$ cat src/design/sfi_pkg.sv
// ----------------------------------------------------------------------------
// sfi_pkg: shared types and constants for the steering force integrator
// Register indexes, sequencer states, unit opcodes and fixed-point helpers.
// ----------------------------------------------------------------------------
`default_nettype none

package sfi_pkg;

  // speed threshold 0.001 in Q16.16
  localparam logic [63:0] EpsQ16 = 64'd66;

  localparam logic [30:0] MaxSpeedRst = 31'd327680;
  localparam logic [30:0] BrakeRst    = 31'd0;
  localparam logic [30:0] MaxAdjRst   = 31'd65536;
  localparam logic signed [15:0] HeadZRst = 16'sd16384;

  // quotient widths of the divides and step count of the root
  localparam logic [5:0] DivBitsRatio = 6'd32;
  localparam logic [5:0] DivBitsUnit  = 6'd31;
  localparam logic [5:0] DivBitsHead  = 6'd18;
  localparam logic [5:0] SqrtSteps    = 6'd32;

  typedef enum logic [1:0] {
    CFG_MAX_SPEED = 2'd0,
    CFG_BRAKING   = 2'd1,
    CFG_MAX_ADJ   = 2'd2
  } cfg_idx_t;

  typedef enum logic {
    DS_DIV  = 1'b0,
    DS_SQRT = 1'b1
  } ds_op_t;

  typedef struct packed {
    logic       start;
    ds_op_t     op;
    logic [5:0] nbits;
  } ds_req_t;

  typedef enum logic [1:0] {
    MP_IDLE = 2'd0,
    MP_LO   = 2'd1,
    MP_HI   = 2'd2,
    MP_SUM  = 2'd3
  } mul_ph_t;

  typedef enum logic [4:0] {
    ST_IDLE, ST_BRAKE, ST_FSQ, ST_FSQRT, ST_RDIV, ST_POW, ST_DOT, ST_CONE,
    ST_PP, ST_NORM, ST_PSQ, ST_PSQRT, ST_UDIV, ST_CSQ, ST_PDSQRT,
    ST_NF1, ST_NF2, ST_NF3, ST_VH, ST_VF, ST_VSH, ST_VSQ, ST_VSQRT,
    ST_QDIV, ST_QHI, ST_QLO, ST_HDIV, ST_DONE
  } sfi_state_t;

  function automatic logic [63:0] abs64(input logic signed [63:0] x);
    abs64 = x[63] ? (64'd0 - x) : x;
  endfunction

  // signed shift right that rounds toward zero
  function automatic logic signed [63:0] tz_shr(input logic signed [63:0] x,
                                                input int unsigned k);
    logic [63:0] mag;
    logic [63:0] sh;
    mag = abs64(x);
    sh  = mag >> k;
    tz_shr = x[63] ? $signed(64'd0 - sh) : $signed(sh);
  endfunction

  function automatic logic signed [31:0] sat32(input logic signed [63:0] x);
    if (x > 64'sd2147483647) sat32 = 32'sh7FFFFFFF;
    else if (x < -64'sd2147483648) sat32 = 32'sh80000000;
    else sat32 = x[31:0];
  endfunction

  function automatic logic signed [15:0] sat16(input logic signed [63:0] x);
    if (x > 64'sd32767) sat16 = 16'sh7FFF;
    else if (x < -64'sd32768) sat16 = 16'sh8000;
    else sat16 = x[15:0];
  endfunction

endpackage

`default_nettype wire

$ cat src/design/sfi_mul.sv
// ----------------------------------------------------------------------------
// sfi_mul: two-pass multiplier
// 64-bit signed times 33-bit signed, low 64 bits, over one 33x33 multiplier.
// ----------------------------------------------------------------------------
`default_nettype none

module sfi_mul import sfi_pkg::*; (
  input  logic               clk,
  input  logic               rst_n,
  input  logic               start,
  input  logic signed [63:0] a,
  input  logic signed [32:0] b,
  output logic               done,
  output logic signed [63:0] prod
);

  mul_ph_t            ph_r;
  logic signed [63:0] a_r;
  logic signed [32:0] b_r;
  logic        [63:0] p_r;
  logic        [63:0] acc_r;
  logic               done_r;
  logic signed [32:0] mop_a;
  logic signed [65:0] mres;

  // low word as unsigned, then high word signed
  assign mop_a = (ph_r == MP_LO) ? $signed({1'b0, a_r[31:0]})
                                 : $signed({a_r[63], a_r[63:32]});
  assign mres  = mop_a * b_r;

  always_ff @(posedge clk) begin
    if (!rst_n) begin
      ph_r   <= MP_IDLE;
      done_r <= 1'b0;
    end else begin
      done_r <= 1'b0;
      case (ph_r)
        MP_IDLE: begin
          if (start) begin
            a_r  <= a;
            b_r  <= b;
            ph_r <= MP_LO;
          end
        end
        MP_LO: begin
          p_r  <= mres[63:0];
          ph_r <= MP_HI;
        end
        MP_HI: begin
          acc_r <= p_r;
          p_r   <= mres[63:0];
          ph_r  <= MP_SUM;
        end
        default: begin
          acc_r  <= acc_r + {p_r[31:0], 32'd0};
          done_r <= 1'b1;
          ph_r   <= MP_IDLE;
        end
      endcase
    end
  end

  assign done = done_r;
  assign prod = $signed(acc_r);

endmodule

`default_nettype wire

$ cat config.mk
export PLATFORM = sky130hd
export DESIGN_NAME = sfi_mul
export DESIGN_NICKNAME = d
export VERILOG_FILES = /design/src/design/sfi_pkg.sv /design/src/design/sfi_mul.sv
export SDC_FILE = /design/constraint.sdc
export NUM_CORES = 2
export LEC_CHECK = 0
export ABC_AREA = 1
export BUFFER_PORTS_ARGS = -buffer_cell sky130_fd_sc_hd__buf_2
export CORE_MARGIN = 8
export CORE_UTILIZATION = 35
export CTS_BUF_LIST = sky130_fd_sc_hd__clkbuf_8 sky130_fd_sc_hd__clkbuf_16
export DETAILED_ROUTE_END_ITERATION = 8
export PLACE_DENSITY_LB_ADDON = 0.15
export SLEW_MARGIN = 30
export SYNTH_ARGS = -nofsm -noshare
export SYNTH_HDL_FRONTEND = slang
export SYNTH_SLANG_ARGS = --single-unit
$ cat constraint.sdc
create_clock -name clk -period 23 [get_ports clk]
set_input_delay 2.3 -clock clk [delete_from_list [all_inputs] [get_ports clk]]
set_output_delay 2.3 -clock clk [all_outputs]
set_load 0.01 [all_outputs]
==> flow_metrics.py <==
metrics = {
    "synth": {
        "synthesis.area_um2": 48500,
        "async_flop_share": 0,
        "synth_ff_type": "edfxtp_1",
        "syn-num-nets": 6920,
        "ys_ff_latch": 228,
        "synth_area_leaders": "fa_1 (46%), edfxtp_1 (14%), inv_1 (10%), nand2_1 (7.3%), ha_1 (6.4%)",
        "avgSynthCellArea_um2": 8.90,
        "synth_cell_types": 51,
        "synth_cells": 5446,
        "synth_top_area_cell": "fa_1",
        "yosysWarnings": 0,
        "synth_edf_count": 225,
        "yosys.area.top_type_share": 0.465,
        "yosysSeqAreaShare": 0.141,
    },
    "drt": {
        "dr_total_vias": 36900,
        "post_drt_wl_per_cell_um": 24.9,
        "drtPass1Iterations": 6,
        "drt-initial-drc-count": 2591,
        "drc": 0,
        "ant_nets": 0,
        "drt-total-wl_mm": 184,
        "vias_per_cell": 5.01,
    },
    "timing": {
        "fin_ws_ns": 13.25,
        "rsz0062_at_grt": "no",
        "slew_headroom": 0.321,
        "drv_slew": 0,
        "post-route-period-util": 0.424,
        "finalSetupViolations": 0,
        "fmax_mhz": 103,
        "setup-tns-final_ns": 0,
        "fin_skew_ns": 0.0183,
        "tightest_slew_ns": 1.01,
        "period_needed_ns": 9.75,
        "hold_viol": 0,
    },
    "clocking": {
        "hold_buffers": 0,
        "cts_tree": "done",
        "clk_pin_slew_worst_paths_ns": 0.07,
        "h-tree-depth": 1,
        "clock-sinks": 228,
        "root_buffer": "clkbuf_16",
        "clockBufferDepth": 3,
        "post_cts_resize_count": 0,
        "clk_latency_ns": 0.63,
        "numCtsBuffers": 30,
        "cts_setup_buffers": 0,
    },
    "floorplanning": {
        "io_pins": 165,
        "dieArea_um2": 151000,
        "core_um2": 137000,
        "die_y_um": 388,
        "initial_core_util": 0.353,
        "row_count": 136,
        "fp.dieW_um": 388,
    },
    "worst_setup_path": {
        "cp-start-kind": "flop",
        "crit_family": "adder cells",
        "arrival_ns": 10.12,
        "cpMostUsedCell": "fa_1",
        "r2r_start": "ph_r[1]$_SDFFE_PN0P_",
        "reg2reg_to": "p_r[50]$_DFFE_PP_",
        "worstSetupEndpointType": "flop",
        "worstSetupPathType": "flop to flop",
        "timing.critical_path.buf_inv": 6,
        "r2r_cells": 25,
        "cp_slowest_cell": "fa_1",
        "path_max_fanout": 32,
        "critPathRequiredTime_ns": 23.36,
        "slowest_delay_ns": 0.87,
        "rrSetupSlack_ns": 13.25,
    },
    "grt": {
        "grt_pass1_wl_mm": 274,
        "grt_pass1_vias": 41000,
        "grt_util_all_layers": 0.245,
        "grt_overflow_total": 0,
        "antenna_found_initial": 3,
        "grt_max_degree": 78,
    },
    "hold_path": {
        "worstHoldPathType": "flop to flop",
        "min_from": "p_r[53]$_DFFE_PP_",
        "min_path_cells": 2,
        "hold_end": "prod[53]$_DFFE_PP_",
    },
    "cells_and_area": {
        "final_common_cell": "inv_1",
        "syn_to_final_growth_pct": 8.12,
        "final_net_count": 7012,
        "drive_above_1_share": 0.0789,
        "most-common-layout-cells": "inv_1 (1346), fa_1 (1125), nand2_1 (947), nor2_1 (741), ha_1 (246)",
        "final_core_util": 0.381,
        "n_fill_cell": 14200,
    },
    "run": {
        "drv_cap": 0,
    },
    "place": {
        "dp.final_hpwl_mm": 145,
        "port_buffers": 164,
        "place_congestion": 0.946,
        "place_ws_ns": 13.24,
    },
    "status": {
        "status": "complete, no violations",
    },
}
cells in the mapped netlist, types with 9 or more instances:
master,number
a21oi_1,117
nand2_2,17
nand3_1,102
nor2_1,742
nand4_1,20
inv_2,31
xnor2_1,17
or2_2,23
xor2_1,39
clkinv_1,10
edfxtp_1,225
buf_2,65
clkbuf_1,113
fa_1,1126
or2_1,15
o21ai_2,23
o21ai_1,9
inv_1,1346
a21o_1,13
o21ai_0,82
nor3_1,16
ha_1,248
nand3b_1,9
o21bai_1,13
nand2_1,947
tightest hold or removal path, delay by kind of cell (launching register included):
family,cells,cell delay [ns]
flip-flops,1,0.33
AND/OR/NAND/NOR,2,0.10
cell families (layout without fill, tap and decap cells):
| logic type | Yosys count | after routing | share of synthesized area |
|---|---|---|---|
| simple gates | 1917 | 1917 | 0.159 |
| buf+inv | 1573 | 1689 | 0.124 |
| fa+ha+maj | 1374 | 1374 | 0.529 |
| compound gates | 298 | 298 | 0.0373 |
| flops | 228 | 228 | 0.141 |
| xor+xnor | 56 | 56 | 0.0101 |
| other cells | 0 | 3 | 0 |
worst max-delay path by stage:
stage / start / endpoint / slack (ns) / cells after the start
after floorplan: ph_r[1]$_SDFFE_PN0P_ / p_r[63]$_DFFE_PP_ / 15.14 / 30
after global placement: ph_r[1]$_SDFFE_PN0P_ / p_r[55]$_DFFE_PP_ / 13.15 / 25
after detailed placement: ph_r[1]$_SDFFE_PN0P_ / p_r[55]$_DFFE_PP_ / 13.24 / 27
after CTS: ph_r[1]$_SDFFE_PN0P_ / p_r[55]$_DFFE_PP_ / 13.21 / 27
after global routing: ph_r[1]$_SDFFE_PN0P_ / p_r[62]$_DFFE_PP_ / 12.75 / 29
final: ph_r[1]$_SDFFE_PN0P_ / p_r[50]$_DFFE_PP_ / 13.25 / 25
per-layer routing:
layer | wire length, um | up-vias | GRT usage
li1 | - | 16000 | -
met1 | 76900 | 19100 | 0.320
met2 | 84700 | 1356 | 0.405
met3 | 12800 | 358 | 0.0432
met4 | 9150 | 0 | 0.0983
met5 | 0 | - | 0
per-stage QoR:
| step | hold WS [ns] | std cells | instance area [um2] |
|---|---|---|---|
| floorplan | 0.494 | 5446 | 48500 |
| global route | 0.569 | 7356 | 52400 |
| CTS | 0.540 | 7356 | 52400 |
| global placement | 0.514 | 7300 | 51500 |
| finish | 0.534 | 7359 | 52400 |
| detailed placement | 0.519 | 7300 | 51500 |
sequential cells by signal, indices dropped and copies added, names as in the netlist:
name  flops
p_r      64
done      1
ph_r      2
b_r      33
prod     64
a_r      64
layout make-up:
cell class	instances	area, um2	share of cell area
clock inverters	26	183	0.00348
multi-input cells	3645	35800	0.682
diodes	3	7.51	0.000143
repair buffers	246	1440	0.0275
flip-flops and latches	228	6820	0.130
clock buffers	30	751	0.0143
well taps	1794	2240	0.0428
inverters	1387	5210	0.0993
Power is left out: the tool's default activity adds up to more than one toggle a clock period on the data nets, which glitch-free logic cannot reach.
