--- src/design/sfi_pkg.sv ---
// ----------------------------------------------------------------------------
// sfi_pkg: shared types and constants for the steering force integrator
// Register indexes, sequencer states, unit opcodes and fixed-point helpers.
// ----------------------------------------------------------------------------
`default_nettype none

package sfi_pkg;

  // speed threshold 0.001 in Q16.16
  localparam logic [63:0] EpsQ16 = 64'd66;

  localparam logic [30:0] MaxSpeedRst = 31'd327680;
  localparam logic [30:0] BrakeRst    = 31'd0;
  localparam logic [30:0] MaxAdjRst   = 31'd65536;
  localparam logic signed [15:0] HeadZRst = 16'sd16384;

  // quotient widths of the divides and step count of the root
  localparam logic [5:0] DivBitsRatio = 6'd32;
  localparam logic [5:0] DivBitsUnit  = 6'd31;
  localparam logic [5:0] DivBitsHead  = 6'd18;
  localparam logic [5:0] SqrtSteps    = 6'd32;

  typedef enum logic [1:0] {
    CFG_MAX_SPEED = 2'd0,
    CFG_BRAKING   = 2'd1,
    CFG_MAX_ADJ   = 2'd2
  } cfg_idx_t;

  typedef enum logic {
    DS_DIV  = 1'b0,
    DS_SQRT = 1'b1
  } ds_op_t;

  typedef struct packed {
    logic       start;
    ds_op_t     op;
    logic [5:0] nbits;
  } ds_req_t;

  typedef enum logic [1:0] {
    MP_IDLE = 2'd0,
    MP_LO   = 2'd1,
    MP_HI   = 2'd2,
    MP_SUM  = 2'd3
  } mul_ph_t;

  typedef enum logic [4:0] {
    ST_IDLE, ST_BRAKE, ST_FSQ, ST_FSQRT, ST_RDIV, ST_POW, ST_DOT, ST_CONE,
    ST_PP, ST_NORM, ST_PSQ, ST_PSQRT, ST_UDIV, ST_CSQ, ST_PDSQRT,
    ST_NF1, ST_NF2, ST_NF3, ST_VH, ST_VF, ST_VSH, ST_VSQ, ST_VSQRT,
    ST_QDIV, ST_QHI, ST_QLO, ST_HDIV, ST_DONE
  } sfi_state_t;

  function automatic logic [63:0] abs64(input logic signed [63:0] x);
    abs64 = x[63] ? (64'd0 - x) : x;
  endfunction

  // signed shift right that rounds toward zero
  function automatic logic signed [63:0] tz_shr(input logic signed [63:0] x,
                                                input int unsigned k);
    logic [63:0] mag;
    logic [63:0] sh;
    mag = abs64(x);
    sh  = mag >> k;
    tz_shr = x[63] ? $signed(64'd0 - sh) : $signed(sh);
  endfunction

  function automatic logic signed [31:0] sat32(input logic signed [63:0] x);
    if (x > 64'sd2147483647) sat32 = 32'sh7FFFFFFF;
    else if (x < -64'sd2147483648) sat32 = 32'sh80000000;
    else sat32 = x[31:0];
  endfunction

  function automatic logic signed [15:0] sat16(input logic signed [63:0] x);
    if (x > 64'sd32767) sat16 = 16'sh7FFF;
    else if (x < -64'sd32768) sat16 = 16'sh8000;
    else sat16 = x[15:0];
  endfunction

endpackage

`default_nettype wire

--- src/design/sfi_divsqrt.sv ---
// ----------------------------------------------------------------------------
// sfi_divsqrt: iterative divide / square root
// One compare-subtract per cycle; restoring divide or floor integer root.
// ----------------------------------------------------------------------------
`default_nettype none

module sfi_divsqrt import sfi_pkg::*; (
  input  logic        clk,
  input  logic        rst_n,
  input  ds_req_t     req,
  input  logic [63:0] num,
  input  logic [63:0] den,
  output logic        done,
  output logic [63:0] res
);

  ds_op_t      op_r;
  logic [63:0] a_r;
  logic [63:0] r_r;
  logic [63:0] w_r;
  logic [63:0] den_r;
  logic [5:0]  cnt_r;
  logic        busy_r;
  logic        done_r;
  logic [63:0] x;
  logic [63:0] y;
  logic [63:0] diff;
  logic        ge;

  always_comb begin
    x    = (op_r == DS_DIV) ? {a_r[62:0], w_r[63]} : a_r;
    y    = (op_r == DS_DIV) ? den_r : (r_r + w_r);
    ge   = (x >= y);
    diff = x - y;
  end

  always_ff @(posedge clk) begin
    if (!rst_n) begin
      busy_r <= 1'b0;
      done_r <= 1'b0;
    end else begin
      done_r <= 1'b0;
      if (!busy_r) begin
        if (req.start) begin
          busy_r <= 1'b1;
          op_r   <= req.op;
          den_r  <= den;
          r_r    <= '0;
          if (req.op == DS_DIV) begin
            a_r   <= num >> req.nbits;
            w_r   <= num << (7'd64 - {1'b0, req.nbits});
            cnt_r <= req.nbits;
          end else begin
            a_r   <= num;
            w_r   <= 64'h4000_0000_0000_0000;
            cnt_r <= SqrtSteps;
          end
        end
      end else begin
        if (op_r == DS_DIV) begin
          a_r <= ge ? diff : x;
          r_r <= {r_r[62:0], ge};
          w_r <= w_r << 1;
        end else begin
          if (ge) begin
            a_r <= diff;
            r_r <= (r_r >> 1) + w_r;
          end else begin
            r_r <= r_r >> 1;
          end
          w_r <= w_r >> 2;
        end
        cnt_r <= cnt_r - 6'd1;
        if (cnt_r == 6'd1) begin
          busy_r <= 1'b0;
          done_r <= 1'b1;
        end
      end
    end
  end

  assign done = done_r;
  assign res  = r_r;

endmodule

`default_nettype wire

--- config.mk ---
export PLATFORM = sky130hd
export DESIGN_NAME = sfi_divsqrt
export DESIGN_NICKNAME = d
export VERILOG_FILES = /design/src/design/sfi_pkg.sv /design/src/design/sfi_divsqrt.sv
export SDC_FILE = /design/constraint.sdc
export NUM_CORES = 2
export LEC_CHECK = 0
export BUFFER_PORTS_ARGS = -buffer_cell sky130_fd_sc_hd__buf_4
export CORE_MARGIN = 3
export CORE_UTILIZATION = 35
export DETAILED_ROUTE_END_ITERATION = 8
export MAX_ROUTING_LAYER = met4
export PLACE_DENSITY = 0.5
export SYNTH_ARGS = -nofsm -noshare
export SYNTH_HDL_FRONTEND = slang
export SYNTH_SLANG_ARGS = --single-unit
--- constraint.sdc ---
create_clock -name clk -period 12.95 [get_ports clk]
set_clock_uncertainty 0.1 [all_clocks]
set_input_delay 0.6475 -clock clk [delete_from_list [all_inputs] [get_ports clk]]
set_output_delay 0.6475 -clock clk [all_outputs]
set_load 0.05 [all_outputs]
==> results.tsv <==
metric	value	unit
Peak Freq	0.119	GHz
most used cells in the layout excluding fill and tap cells	sky130_fd_sc_hd__nand2_1, sky130_fd_sc_hd__a21oi_1, sky130_fd_sc_hd__o21ai_0	
hold crit path type	in2reg	
ratio of routed vias to standard cells	6.12	
cell type of the slowest stage on the worst timing path	sky130_fd_sc_hd__buf_4	
number of cells after detailed placement	4915	
end-of-flow core utilization	0.393	
number of buffers inserted for hold repair after clock tree synthesis	0	
final-layout worst hold slack	140	ps
most instantiated flip-flop cell in the synthesis netlist	sky130_fd_sc_hd__edfxtp_1	
overflow left after global routing	0	
leakage power of the design	13.9	nW
count of cells resized by post-cts repair	0	
syn avg cell area	8.45	um^2
kind of start point of the critical path	register	
clock latency of the later-clocked register in the worst-skew pair	580	ps
max-cap violations	0	
data arrival at the endpoint of the critical path	8640	ps
fraction of registers with async set/reset	0	
Clk Tree Root Cell	sky130_fd_sc_hd__clkbuf_16	
initial antenna violation count	3	
proportion of layout cells with a drive suffix above 1	0.146	
H-Tree Level Count	2	
hold path start	den[62]	
number of nets still failing antenna checks after routing	0	
count of state elements after synthesis	265	
outcome	finished clean	
Cell Pwr Density	139	mW/mm^2
initial standard-cell utilization of the core	0.353	
Fin. Hold Viols	0	
Post-Synthesis Net Count	4103	
Core Footprint	0.0901	mm^2
slew at the pin closest to its max-slew limit	1140	ps
Final Net Count	4111	
layout overhead on the synthesized area	11.1	%
TritonCTS clock tree	built	
instance area after placement	0.0342	mm^2
relative slew slack	0.236	
worst ir drop on vdd	0.0000887	V
number of clock buffers inserted by TritonCTS	35	
category of the critical setup timing path	reg2reg	
fill cell total of the finished layout	9241	
number of different library cells in the post-synthesis netlist	92	
number of violations reported at the end of detailed-routing iteration 0	3028	
buffer levels on the longest clock path	3	
number of enable-type register cells in the synthesized netlist	263	
final cell count without fillers	4981	
Min Clock Period, post-route	8430	ps
cell types occupying the most area after synthesis	sky130_fd_sc_hd__edfxtp_1, sky130_fd_sc_hd__ha_1, sky130_fd_sc_hd__mux2i_1, sky130_fd_sc_hd__mux4_2, sky130_fd_sc_hd__a21oi_1	
clock sink count	265	
total via count after detailed routing	30500	
worst setup margin	4520	ps
total setup buffers inserted after CTS	0	
wire length of the first global-routing pass	194	mm
Rows	110	
area of the die	0.0947	mm^2
kind of end point of the critical path	register	
largest net degree at the start of global routing	134	
setup repair after global routing missed its margin	no	
total design power	4.92	mW
sequential standard cell area	0.00794	mm^2
gate count after technology mapping	3768	
I/O pins	203	
end of the worst register-to-register path	res[60]	
number of cells on the worst reg-to-reg path	28	
required time reported for the critical path endpoint	13170	ps
Final setup violation count	0	
pre-CTS setup slack	4620	ps
critical path peak fanout	77	
worst-case hold path end point	den_r[62]	
part of the Yosys area used for sequential elements	0.249	
die height	308	um
portion of the clock cycle consumed by the worst path in the final layout	0.651	
Ys Warns	0	
cell taking the most area after synthesis	sky130_fd_sc_hd__edfxtp_1	
most common library cell in the layout ignoring fill and taps	sky130_fd_sc_hd__nand2_1	
Yosys top cell area share	0.248	
Multi-input gate area	0.0227	mm^2
Final Max Tran Viols	0	
x dimension of the die	308	um
mean routed wirelength per cell	26.1	um
cell area after layout	0.0354	mm^2
DR DRC count	0	
half-perimeter wire length after placement	101	mm
longest individual stage delay on the worst path	720	ps
number of cells on the worst hold path	1	
Synth Cell Area	0.0319	mm^2
register-to-register path setup slack	4520	ps
number of optimization iterations in the first detailed-route pass	6	
clock transition at the register clock pins on the worst setup and hold paths after CTS	70	ps
number of global-route vias before repair	29300	
Fin Setup TNS	0	ps
overall global routing resource usage	0.276	
overall routed net length	130	mm
routability congestion estimate	0.966	
startpoint of the worst register-to-register path	w_r[0]	
Port Buf Inserts	202	
==> cell usage after synthesis, drive strengths merged, types with 22 or more instances <==
cell type,n
a21o,107
nor3,53
nor2b,26
nand4,50
o211ai,52
edfxtp,263
mux2,109
o21bai,40
buf,83
o31ai,22
nand3,60
mux4,99
a31oi,50
xnor2,111
clkbuf,186
ha,194
and2,22
nand2,496
a22oi,28
a211oi,77
mux2i,231
xor2,70
o21ai,340
a21oi,382
o22ai,39
nor2,284
inv,59
==> cell type report <==
class                      instances  area share
multi-input combinational       3174       0.642
sequential                       265       0.224
timing repair buffer             240      0.0514
tap                             1176      0.0416
clock buffer                      44      0.0269
clock inverter                    19     0.00770
inverter                          60     0.00640
antenna                            3    0.000212
==> state kept, by name (all words and copies together) (netlist names) <==
register  cells
a_r          64
busy_r        1
cnt_r         6
den_r        64
done          1
op_r          1
res          64
w_r          64
==> worst max-delay path by stage <==
| stage | from | endpoint | slack, ps | cells past startpoint |
|---|---|---|---|---|
| 6_report | w_r[0] | res[60] | 4520 | 28 |
| 5_1_grt | w_r[0] | res[60] | 3920 | 28 |
| 4_1_cts | w_r[0] | res[60] | 4550 | 28 |
| 3_5_place_dp | w_r[0] | res[60] | 4620 | 28 |
| 3_3_place_gp | w_r[0] | res[60] | 4650 | 28 |
| 2_1_floorplan | res[0] | a_r[0] | 4350 | 26 |
==> layer usage <==
metal	vias up	wire length [um]	global-route usage
li1	14400	-	-
met1	14800	60000	0.387
met2	1114	58000	0.416
met3	183	7680	0.0294
met4	0	4480	0.0877
met5	-	0	-
==> power by group <==
| part | switching [mW] | internal [mW] | leakage, nW |
|---|---|---|---|
| clock | 0.419 | 0.661 | 0.601 |
| combinational | 1.70 | 0.957 | 10.8 |
| sequential | 0.117 | 1.07 | 2.55 |
==> worst max-delay path: cells and delay by family (launching register included) <==
kind            cells  cell delay (ps)
compound gates     12             4040
simple gates        8             1120
fa+ha+maj           3             1030
buf+inv             3             1020
flops               1              380
xor+xnor            1              210
mux                 1              120
==> cells by family (layout without fill, tap and decap cells) <==
family	Yosys count	count (layout)	share of synthesized area
fa+ha+maj	197	197	0.0781
other cells	0	3	0
xor+xnor	181	181	0.0498
compound gates	1287	1287	0.255
mux	439	439	0.181
simple gates	1070	1070	0.146
flops	265	265	0.249
buf+inv	329	363	0.0411
Power figures use the tool's default switching activity.
